$ cat src/bdq_pkg.sv
// Package for the bounded deque: depth, derived widths, request kinds,
// status codes, ring arithmetic and the controller-to-datapath command struct.
// Depends on nothing; every other file but bdq_ram refers to it by scoped names.
package bdq_pkg;

    localparam int DEPTH     = 16;
    localparam int IDX_W     = (DEPTH > 1) ? $clog2(DEPTH) : 1;
    localparam int CNT_W     = $clog2(DEPTH + 1);
    localparam int SUM_W     = CNT_W + 1;
    localparam int VAL_W     = 32;
    localparam int REQ_W     = 2;
    localparam int STAT_W    = 2;
    localparam int IN_DATA_W = ((VAL_W + 7) / 8) * 8;
    localparam int OUT_DATA_W = ((VAL_W + CNT_W + 7) / 8) * 8;

    typedef enum logic [REQ_W-1:0] {
        REQ_PUSH_FRONT = 2'd0,
        REQ_PUSH_BACK  = 2'd1,
        REQ_POP_FRONT  = 2'd2,
        REQ_POP_BACK   = 2'd3
    } t_req;

    typedef logic [STAT_W-1:0] t_status;
    localparam t_status STAT_OK    = 2'd0;
    localparam t_status STAT_EMPTY = 2'd1;
    localparam t_status STAT_FULL  = 2'd2;

    typedef logic [IDX_W-1:0] t_idx;
    typedef logic [CNT_W-1:0] t_cnt;

    typedef struct packed {
        logic capture;   // latch the accepted item
        logic exec;      // update pointers and access the ring
        logic load_out;  // move the finished result into the output register
    } t_cmd;

    // Position base + offset on the ring; base < DEPTH and offset <= DEPTH.
    function automatic t_idx ring_add(input t_idx base, input t_cnt offset);
        logic [SUM_W-1:0] sum;
        sum = SUM_W'(base) + SUM_W'(offset);
        if (sum >= SUM_W'(DEPTH)) begin
            sum = sum - SUM_W'(DEPTH);
        end
        return sum[IDX_W-1:0];
    endfunction

endpackage

$ cat src/bdq_ram.sv
// Generic single-write, single-read RAM with a registered read port.
// Standalone; used for the ring store of the deque.
module bdq_ram #(
    parameter int WIDTH = 32,
    parameter int DEPTH = 16
) (
    input  logic                           i_clk,
    input  logic                           i_we,
    input  logic [$clog2(DEPTH)-1:0]       i_waddr,
    input  logic [WIDTH-1:0]               i_wdata,
    input  logic                           i_re,
    input  logic [$clog2(DEPTH)-1:0]       i_raddr,
    output logic [WIDTH-1:0]               o_rdata
);

    logic [WIDTH-1:0] r_mem [DEPTH];
    logic [WIDTH-1:0] r_rdata;

    always_ff @(posedge i_clk) begin
        if (i_we) begin
            r_mem[i_waddr] <= i_wdata;
        end
        if (i_re) begin
            r_rdata <= r_mem[i_raddr];
        end
    end

    assign o_rdata = r_rdata;

endmodule

$ cat src/bdq_ctrl.sv
// Controller of the bounded deque: sequences capture, execute and result load.
// Depends on bdq_pkg; drives the datapath only through a t_cmd struct.
module bdq_ctrl (
    input  logic          i_clk,
    input  logic          i_rst_n,
    input  logic          i_s_axis_tvalid,
    output logic          o_s_axis_tready,
    output logic          o_m_axis_tvalid,
    input  logic          i_m_axis_tready,
    output bdq_pkg::t_cmd o_cmd
);

    typedef enum logic [2:0] {
        S_IDLE = 3'b001,
        S_EXEC = 3'b010,
        S_LOAD = 3'b100
    } t_state;

    t_state r_state, n_state;
    logic   r_out_valid, n_out_valid;
    logic   out_free;

    assign out_free = !r_out_valid || i_m_axis_tready;

    always_comb begin
        n_state     = r_state;
        n_out_valid = r_out_valid;
        o_cmd       = '0;
        if (r_out_valid && i_m_axis_tready) begin
            n_out_valid = 1'b0;
        end
        unique case (r_state)
            S_IDLE: begin
                if (i_s_axis_tvalid) begin
                    o_cmd.capture = 1'b1;
                    n_state       = S_EXEC;
                end
            end
            S_EXEC: begin
                o_cmd.exec = 1'b1;
                n_state    = S_LOAD;
            end
            S_LOAD: begin
                // The result waits here until the output register is free.
                if (out_free) begin
                    o_cmd.load_out = 1'b1;
                    n_out_valid    = 1'b1;
                    n_state        = S_IDLE;
                end
            end
            default: begin
                n_state = S_IDLE;
            end
        endcase
    end

    always_ff @(posedge i_clk) begin
        if (!i_rst_n) begin
            r_state     <= S_IDLE;
            r_out_valid <= 1'b0;
        end else begin
            r_state     <= n_state;
            r_out_valid <= n_out_valid;
        end
    end

    assign o_s_axis_tready = (r_state == S_IDLE);
    assign o_m_axis_tvalid = r_out_valid;

    a_accept_to_exec: assert property (@(posedge i_clk) disable iff (!i_rst_n)
        (i_s_axis_tvalid && o_s_axis_tready) |=> (r_state == S_EXEC))
        else $error("accepted item did not move to execute");

    a_load_when_free: assert property (@(posedge i_clk) disable iff (!i_rst_n)
        o_cmd.load_out |-> out_free)
        else $error("result loaded over an untaken result");

    a_exec_then_load: assert property (@(posedge i_clk) disable iff (!i_rst_n)
        o_cmd.exec |=> (r_state == S_LOAD))
        else $error("execute not followed by result load state");

endmodule

$ cat src/bdq_dp.sv
// Datapath of the bounded deque: item latch, front pointer, count, ring
// store and output register. Depends on bdq_pkg and bdq_ram.
module bdq_dp (
    input  logic                            i_clk,
    input  logic                            i_rst_n,
    input  bdq_pkg::t_cmd                   i_cmd,
    input  logic [bdq_pkg::REQ_W-1:0]       i_req,
    input  logic [bdq_pkg::VAL_W-1:0]       i_value,
    output logic [bdq_pkg::OUT_DATA_W-1:0]  o_data,
    output logic [bdq_pkg::STAT_W-1:0]      o_user
);

    bdq_pkg::t_req    r_req;
    logic [bdq_pkg::VAL_W-1:0] r_value;
    bdq_pkg::t_idx    r_front, n_front;
    bdq_pkg::t_cnt    r_count, n_count;
    bdq_pkg::t_status r_status, n_status;
    logic             r_pop_ok, n_pop_ok;
    logic [bdq_pkg::OUT_DATA_W-1:0] r_out_data;
    logic [bdq_pkg::STAT_W-1:0]     r_out_user;

    logic             full, empty;
    logic             ram_we, ram_re;
    bdq_pkg::t_idx    ram_waddr, ram_raddr;
    logic [bdq_pkg::VAL_W-1:0] ram_rdata;
    bdq_pkg::t_idx    front_dec, front_inc, back_pos, last_pos;

    assign full  = (r_count == bdq_pkg::CNT_W'(bdq_pkg::DEPTH));
    assign empty = (r_count == '0);

    assign front_dec = bdq_pkg::ring_add(r_front, bdq_pkg::CNT_W'(bdq_pkg::DEPTH - 1));
    assign front_inc = bdq_pkg::ring_add(r_front, bdq_pkg::CNT_W'(1));
    assign back_pos  = bdq_pkg::ring_add(r_front, r_count);
    assign last_pos  = bdq_pkg::ring_add(r_front, r_count - bdq_pkg::CNT_W'(1));

    always_comb begin
        n_front   = r_front;
        n_count   = r_count;
        n_status  = bdq_pkg::STAT_OK;
        n_pop_ok  = 1'b0;
        ram_we    = 1'b0;
        ram_re    = 1'b0;
        ram_waddr = back_pos;
        ram_raddr = r_front;
        unique case (r_req)
            bdq_pkg::REQ_PUSH_FRONT: begin
                ram_waddr = front_dec;
                if (full) begin
                    n_status = bdq_pkg::STAT_FULL;
                end else begin
                    ram_we  = i_cmd.exec;
                    n_front = front_dec;
                    n_count = r_count + bdq_pkg::CNT_W'(1);
                end
            end
            bdq_pkg::REQ_PUSH_BACK: begin
                if (full) begin
                    n_status = bdq_pkg::STAT_FULL;
                end else begin
                    ram_we  = i_cmd.exec;
                    n_count = r_count + bdq_pkg::CNT_W'(1);
                end
            end
            bdq_pkg::REQ_POP_FRONT: begin
                if (empty) begin
                    n_status = bdq_pkg::STAT_EMPTY;
                end else begin
                    ram_re   = i_cmd.exec;
                    n_pop_ok = 1'b1;
                    n_front  = front_inc;
                    n_count  = r_count - bdq_pkg::CNT_W'(1);
                end
            end
            bdq_pkg::REQ_POP_BACK: begin
                ram_raddr = last_pos;
                if (empty) begin
                    n_status = bdq_pkg::STAT_EMPTY;
                end else begin
                    ram_re   = i_cmd.exec;
                    n_pop_ok = 1'b1;
                    n_count  = r_count - bdq_pkg::CNT_W'(1);
                end
            end
            default: begin
                n_status = bdq_pkg::STAT_OK;
            end
        endcase
    end

    bdq_ram #(
        .WIDTH (bdq_pkg::VAL_W),
        .DEPTH (bdq_pkg::DEPTH)
    ) u_ring (
        .i_clk   (i_clk),
        .i_we    (ram_we),
        .i_waddr (ram_waddr),
        .i_wdata (r_value),
        .i_re    (ram_re),
        .i_raddr (ram_raddr),
        .o_rdata (ram_rdata)
    );

    always_ff @(posedge i_clk) begin
        if (!i_rst_n) begin
            r_front <= '0;
            r_count <= '0;
        end else if (i_cmd.exec) begin
            r_front <= n_front;
            r_count <= n_count;
        end
    end

    always_ff @(posedge i_clk) begin
        if (i_cmd.capture) begin
            r_req   <= bdq_pkg::t_req'(i_req);
            r_value <= i_value;
        end
        if (i_cmd.exec) begin
            r_status <= n_status;
            r_pop_ok <= n_pop_ok;
        end
        // The read data stays put after execute since the RAM is read only then.
        if (i_cmd.load_out) begin
            r_out_data <= bdq_pkg::OUT_DATA_W'({r_count,
                          (r_pop_ok ? ram_rdata : {bdq_pkg::VAL_W{1'b0}})});
            r_out_user <= r_status;
        end
    end

    assign o_data = r_out_data;
    assign o_user = r_out_user;

    a_count_bound: assert property (@(posedge i_clk) disable iff (!i_rst_n)
        r_count <= bdq_pkg::CNT_W'(bdq_pkg::DEPTH))
        else $error("occupancy beyond depth");

    a_count_only_on_exec: assert property (@(posedge i_clk) disable iff (!i_rst_n)
        !i_cmd.exec |=> (r_count == $past(r_count)))
        else $error("occupancy changed outside execute");

endmodule

$ cat src/bounded_deque.sv
// Top level of the bounded deque: a ring-store double-ended queue of signed
// 32-bit values. Depends on bdq_pkg, bdq_ctrl, bdq_dp and bdq_ram.
//
// Channel   Dir  Handshake                        Payload
// s_axis    in   i_s_axis_tvalid/o_s_axis_tready  tdata: push_value; tuser: req_type
// m_axis    out  o_m_axis_tvalid/i_m_axis_tready  tdata: pop_value, occupancy; tuser: status
//
// An item goes through capture, execute (pointer and count update plus
// one ring RAM access) and result load, the last needed for the RAM's registered read.
// Reset clears the front pointer, the count and the control state;
// the ring RAM is not cleared and needs no clearing pass.
// A stalled result holds in the output register while the next item is
// captured and executed; that item then waits until the result is taken.
module bounded_deque (
    input  logic                            i_clk,
    input  logic                            i_rst_n,
    input  logic                            i_s_axis_tvalid,
    output logic                            o_s_axis_tready,
    input  logic [bdq_pkg::IN_DATA_W-1:0]   i_s_axis_tdata,  // [31:0] push_value
    input  logic [bdq_pkg::REQ_W-1:0]       i_s_axis_tuser,  // [1:0] req_type
    output logic                            o_m_axis_tvalid,
    input  logic                            i_m_axis_tready,
    output logic [bdq_pkg::OUT_DATA_W-1:0]  o_m_axis_tdata,  // [31:0] pop_value,
                                                             // [36:32] occupancy, rest zero
    output logic [bdq_pkg::STAT_W-1:0]      o_m_axis_tuser   // [1:0] status
);

    bdq_pkg::t_cmd cmd;

    bdq_ctrl u_ctrl (
        .i_clk           (i_clk),
        .i_rst_n         (i_rst_n),
        .i_s_axis_tvalid (i_s_axis_tvalid),
        .o_s_axis_tready (o_s_axis_tready),
        .o_m_axis_tvalid (o_m_axis_tvalid),
        .i_m_axis_tready (i_m_axis_tready),
        .o_cmd           (cmd)
    );

    bdq_dp u_dp (
        .i_clk   (i_clk),
        .i_rst_n (i_rst_n),
        .i_cmd   (cmd),
        .i_req   (i_s_axis_tuser),
        .i_value (i_s_axis_tdata[bdq_pkg::VAL_W-1:0]),
        .o_data  (o_m_axis_tdata),
        .o_user  (o_m_axis_tuser)
    );

endmodule

$ cat config.mk
export PLATFORM = sky130hd
export DESIGN_NAME = bounded_deque
export DESIGN_NICKNAME = d
export VERILOG_FILES = /design/src/bdq_pkg.sv /design/src/bdq_ram.sv /design/src/bdq_ctrl.sv /design/src/bdq_dp.sv /design/src/bounded_deque.sv
export SDC_FILE = /design/constraint.sdc
export NUM_CORES = 1
export LEC_CHECK = 0
export BUFFER_PORTS_ARGS = -buffer_cell sky130_fd_sc_hd__buf_2
export CAP_MARGIN = 0
export CORE_AREA = 5 5 217 219
export CTS_BUF_LIST = sky130_fd_sc_hd__clkbuf_2 sky130_fd_sc_hd__clkbuf_4 sky130_fd_sc_hd__clkbuf_8
export CTS_CLUSTER_DIAMETER = 50
export DETAILED_ROUTE_END_ITERATION = 10
export DIE_AREA = 0 0 222 224
export MAX_ROUTING_LAYER = met4
export PLACE_DENSITY = 0.8
export SLEW_MARGIN = 20
export SYNTH_ARGS = -nofsm -noshare
export SYNTH_HDL_FRONTEND = slang
export SYNTH_SLANG_ARGS = --single-unit
$ cat constraint.sdc
create_clock -name i_clk -period 8 [get_ports i_clk]
set_clock_uncertainty 0.2 [all_clocks]
set_input_delay 1.6 -clock i_clk [delete_from_list [all_inputs] [get_ports i_clk]]
set_output_delay 1.6 -clock i_clk [all_outputs]
set_load 0.005 [all_outputs]
==> impl_metrics.env <==
export IMPL_outcome="completed"
export IMPL_area_growth_pct=12.3
export IMPL_cts_setup_buffers=0
export IMPL_vias_per_cell=5.84
export IMPL_leakage_nw=9.43
export IMPL_start_util_pct=54.4
export IMPL_fmax_mhz=249
export IMPL_grt_overflow=0
export IMPL_synth_cells=1647
export IMPL_die_w_um=222
export IMPL_ys_flop_type="edfxtp_1"
export IMPL_r2r_end="u_dp.u_ring.o_rdata[8]$_DFFE_PP_"
export IMPL_path_buf_inv=2
export IMPL_min_delay_start="u_dp.r_status[0]$_SDFFCE_PP0N_"
export IMPL_regToRegStartpoint="u_dp.r_count[0]$_SDFFE_PN0P_"
export IMPL_hpwl_um=28800
export IMPL_drt_first_pass_iters=5
export IMPL_row_count=78
export IMPL_final_core_util_pct=61.1
export IMPL_start_kind="flip-flop"
export IMPL_pin_count=82
export IMPL_slew_headroom_pct=32.2
export IMPL_critPathTopFamily="simple AND/OR/NAND/NOR gates"
export IMPL_dieArea_um2=49700
export IMPL_root_buffer="clkbuf_8"
export IMPL_ys_seq_area_share_pct=77.3
export IMPL_hold_path_class="flip-flop to flip-flop"
export IMPL_fin_crit_ns=4.02
export IMPL_crit_fanout=37
export IMPL_irDropWorstVdd_mv=0.144
export IMPL_grt_max_degree=160
export IMPL_fp_coreArea_um2=44900
export IMPL_drive_above_1_share_pct=15.8
export IMPL_antenna_cells=0
export IMPL_h_tree_depth=3
export IMPL_worst_path_max_delay_cell="nor2_4"
export IMPL_crit_required_ns=8.17
export IMPL_drv_slew=0
export IMPL_drt_wl_total_um=53300
export IMPL_postPlaceCellArea_um2=25600
export IMPL_critical_path_class="flip-flop to flip-flop"
export IMPL_setup_viol=0
export IMPL_synth_edf_count=620
export IMPL_crit_cells=10
export IMPL_tns_ns=0
export IMPL_globalplace_congestion=0.826
export IMPL_finalHoldViolCount=0
export IMPL_track_usage_pct=21.7
export IMPL_rr_worst_depth=10
export IMPL_grt_pass1_wl_um=81700
export IMPL_vias=14200
export IMPL_num_nets_final=1809
export IMPL_whs_path_depth=0
export IMPL_cts_tree="done"
export IMPL_async_flop_share_pct=0
export IMPL_grt_pass1_vias=14200
export IMPL_cts_buffers=95
export IMPL_grt_setup_unrepaired="false"
export IMPL_finalCritPeriodShare_pct=50.2
export IMPL_fillers=3205
export IMPL_drtAntennaViolNets=0
export IMPL_fin_area_um2=27400
export IMPL_arrival_ns=4.19
export IMPL_cts_resized=0
export IMPL_ys_ff_latch=633
export IMPL_netlist_area_um2=24400
export IMPL_hold_end="u_dp.o_user[0]$_DFFE_PP_"
export IMPL_wl_per_cell_um=22.0
export IMPL_clockBufferDepth=3
export IMPL_synth_warnings=0
export IMPL_clkTransAtPathRegs_ns=0.06
export IMPL_cts_sinks=633
export IMPL_slowest_delay_ns=0.68
export IMPL_endpoint_kind="flip-flop"
export IMPL_ys_types=48
export IMPL_cap_violations=0
export IMPL_drc=0
export IMPL_crit_chain="inv_1, ha_1, fa_1, xnor2_1, mux2i_1, nor2_4, buf_4, nand3_1, nand4_1, o21ai_1"
export IMPL_die_y_um=224
export IMPL_tightest_slew_ns=1.02
export IMPL_postSynthAreaPerCell_um2=14.8
export IMPL_port_buffers=78
export IMPL_ctsHoldBuffers=0
export IMPL_p_per_area_nw_per_um2=241
export IMPL_antenna_found_initial=0
export IMPL_clk_latency_ns=0.65
export IMPL_reg2reg_setup_slack_ns=3.98
export IMPL_drtIter0Drc=1757
==> per-layer routing <==
| layer | wire, um | track usage (%) | share of wire, % | vias to the layer above |
|---|---|---|---|---|
| met5 | 0 | - | 0 | - |
| met4 | 1340 | 7.58 | 2.5 | 0 |
| met3 | 4520 | 3.72 | 8.5 | 122 |
| met2 | 27000 | 35.6 | 51 | 716 |
| met1 | 20500 | 27.9 | 38 | 6978 |
| li1 | - | - | - | 6365 |
==> synth_stat cells (9+ instances only) <==
master	instances	share of area, %
a32oi_1	65	2.3
and2_1	41	1.1
buf_2	53	1.1
clkbuf_1	22	0.34
dfxtp_1	13	1.1
edfxtp_1	620	76
ha_1	10	0.51
inv_1	9	0.14
mux2i_1	70	2.9
nand2_1	393	6.0
nand3_1	166	3.4
nand4_1	33	0.85
nor2_1	26	0.40
o21ai_1	34	0.70
xnor2_1	11	0.39
==> logic make-up (layout without fill, tap and decap cells) <==
logic type / count (synthesis) / count (layout) / synth area share (%)
XOR/XNOR: 15 / 15 / 0.569
other: 1 / 3 / 0.0154
adder cells (fa/ha/maj): 12 / 12 / 0.676
multiplexers: 73 / 73 / 3.01
buffers and inverters: 102 / 282 / 2.15
AO/OA/AOI/OAI: 120 / 120 / 3.62
AND/OR/NAND/NOR: 691 / 691 / 12.7
flip-flops: 633 / 633 / 77.3
==> power by group <==
group / switching (mW) / internal [mW] / total [mW] / leakage (nW)
sequential: 0.0495 / 3.68 / 3.73 / 5.71
combinational: 0.222 / 0.102 / 0.324 / 2.75
clock: 1.19 / 1.36 / 2.55 / 0.966
total: 1.46 / 5.14 / 6.60 / 9.43
==> metrics by stage <==
step | hold slack (ns) | power, mW | setup WS (ns) | std cells
after floorplan | 0.200 | 4.01 | 4.36 | 1649
after global placement | 0.211 | 4.10 | 4.28 | 2253
after detailed placement | 0.208 | 4.11 | 4.07 | 2262
after CTS | 0.222 | 6.64 | 4.02 | 2429
after global routing | 0.243 | 6.84 | 3.83 | 2429
final | 0.220 | 6.60 | 3.98 | 2429
==> worst max path at each step <==
stage / from / endpoint / slack [ns]
CTS: u_dp.r_count[0]$_SDFFE_PN0P_ / u_dp.u_ring.o_rdata[8]$_DFFE_PP_ / 4.02
global placement: u_dp.r_count[0]$_SDFFE_PN0P_ / u_dp.u_ring.o_rdata[5]$_DFFE_PP_ / 4.28
finish: u_dp.r_count[0]$_SDFFE_PN0P_ / u_dp.u_ring.o_rdata[8]$_DFFE_PP_ / 3.98
global route: u_dp.r_count[0]$_SDFFE_PN0P_ / u_dp.u_ring.o_rdata[18]$_DFFE_PP_ / 3.83
detailed placement: u_dp.r_count[0]$_SDFFE_PN0P_ / u_dp.u_ring.o_rdata[18]$_DFFE_PP_ / 4.07
floorplan: u_dp.r_count[0]$_SDFFE_PN0P_ / u_dp.u_ring.r_mem[8][0]$_DFFE_PP_ / 4.36
==> flip-flops by register name, summed over array words and instances (netlist names), 2 cells and up <==
register / cells
u_dp.r_front: 4
u_dp.o_user: 2
u_dp.r_status: 2
u_dp.r_req: 2
u_dp.u_ring.r_mem: 512
u_dp.r_value: 32
u_ctrl.r_state: 3
u_dp.u_ring.o_rdata: 32
u_dp.r_count: 5
u_dp.o_data: 37
==> worst register-to-register path, cell delays in order (launching register included) <==
cell and delay [ns]:
dfxtp_1 0.47, inv_1 0.12, ha_1 0.38, fa_1 0.40
xnor2_1 0.23, mux2i_1 0.22, nor2_4 0.68, buf_4 0.58
nand3_1 0.20, nand4_1 0.15, o21ai_1 0.09
==> placed cells by master (no fill, tap or decap), types with 3 or more instances in the layout <==
| master | instances |
|---|---|
| clkbuf_8 | 98 |
| nor3_1 | 5 |
| xor2_1 | 3 |
| bufinv_16 | 3 |
| and2_1 | 39 |
| buf_2 | 78 |
| clkinv_1 | 19 |
| mux2_2 | 3 |
| nand2_1 | 393 |
| dfxtp_1 | 13 |
| buf_4 | 18 |
| clkbuf_4 | 28 |
| nor2_4 | 20 |
| buf_12 | 8 |
| nand4_1 | 33 |
| mux2i_1 | 70 |
| nand2b_1 | 5 |
| clkinvlp_4 | 4 |
| o21ai_1 | 33 |
| nand3_1 | 166 |
| nor2_1 | 10 |
| xnor2_1 | 11 |
| inv_1 | 9 |
| edfxtp_1 | 620 |
| a21oi_1 | 8 |
| clkinv_2 | 13 |
| nor3b_1 | 3 |
| ha_1 | 10 |
| a32oi_1 | 65 |
| nor2b_1 | 3 |
| conb_1 | 3 |
==> final cells by class <==
| type | instances | area, um^2 | share of cell area, % |
|---|---|---|---|
| sequential | 633 | 18900 | 68.8 |
| inverter | 9 | 33.8 | 0.123 |
| clock buffer | 126 | 1560 | 5.68 |
| tap | 600 | 751 | 2.74 |
| multi-input combinational | 914 | 5190 | 18.9 |
| timing repair buffer | 106 | 741 | 2.70 |
| clock inverter | 41 | 274 | 0.999 |
(Power assumes the default switching activity.)
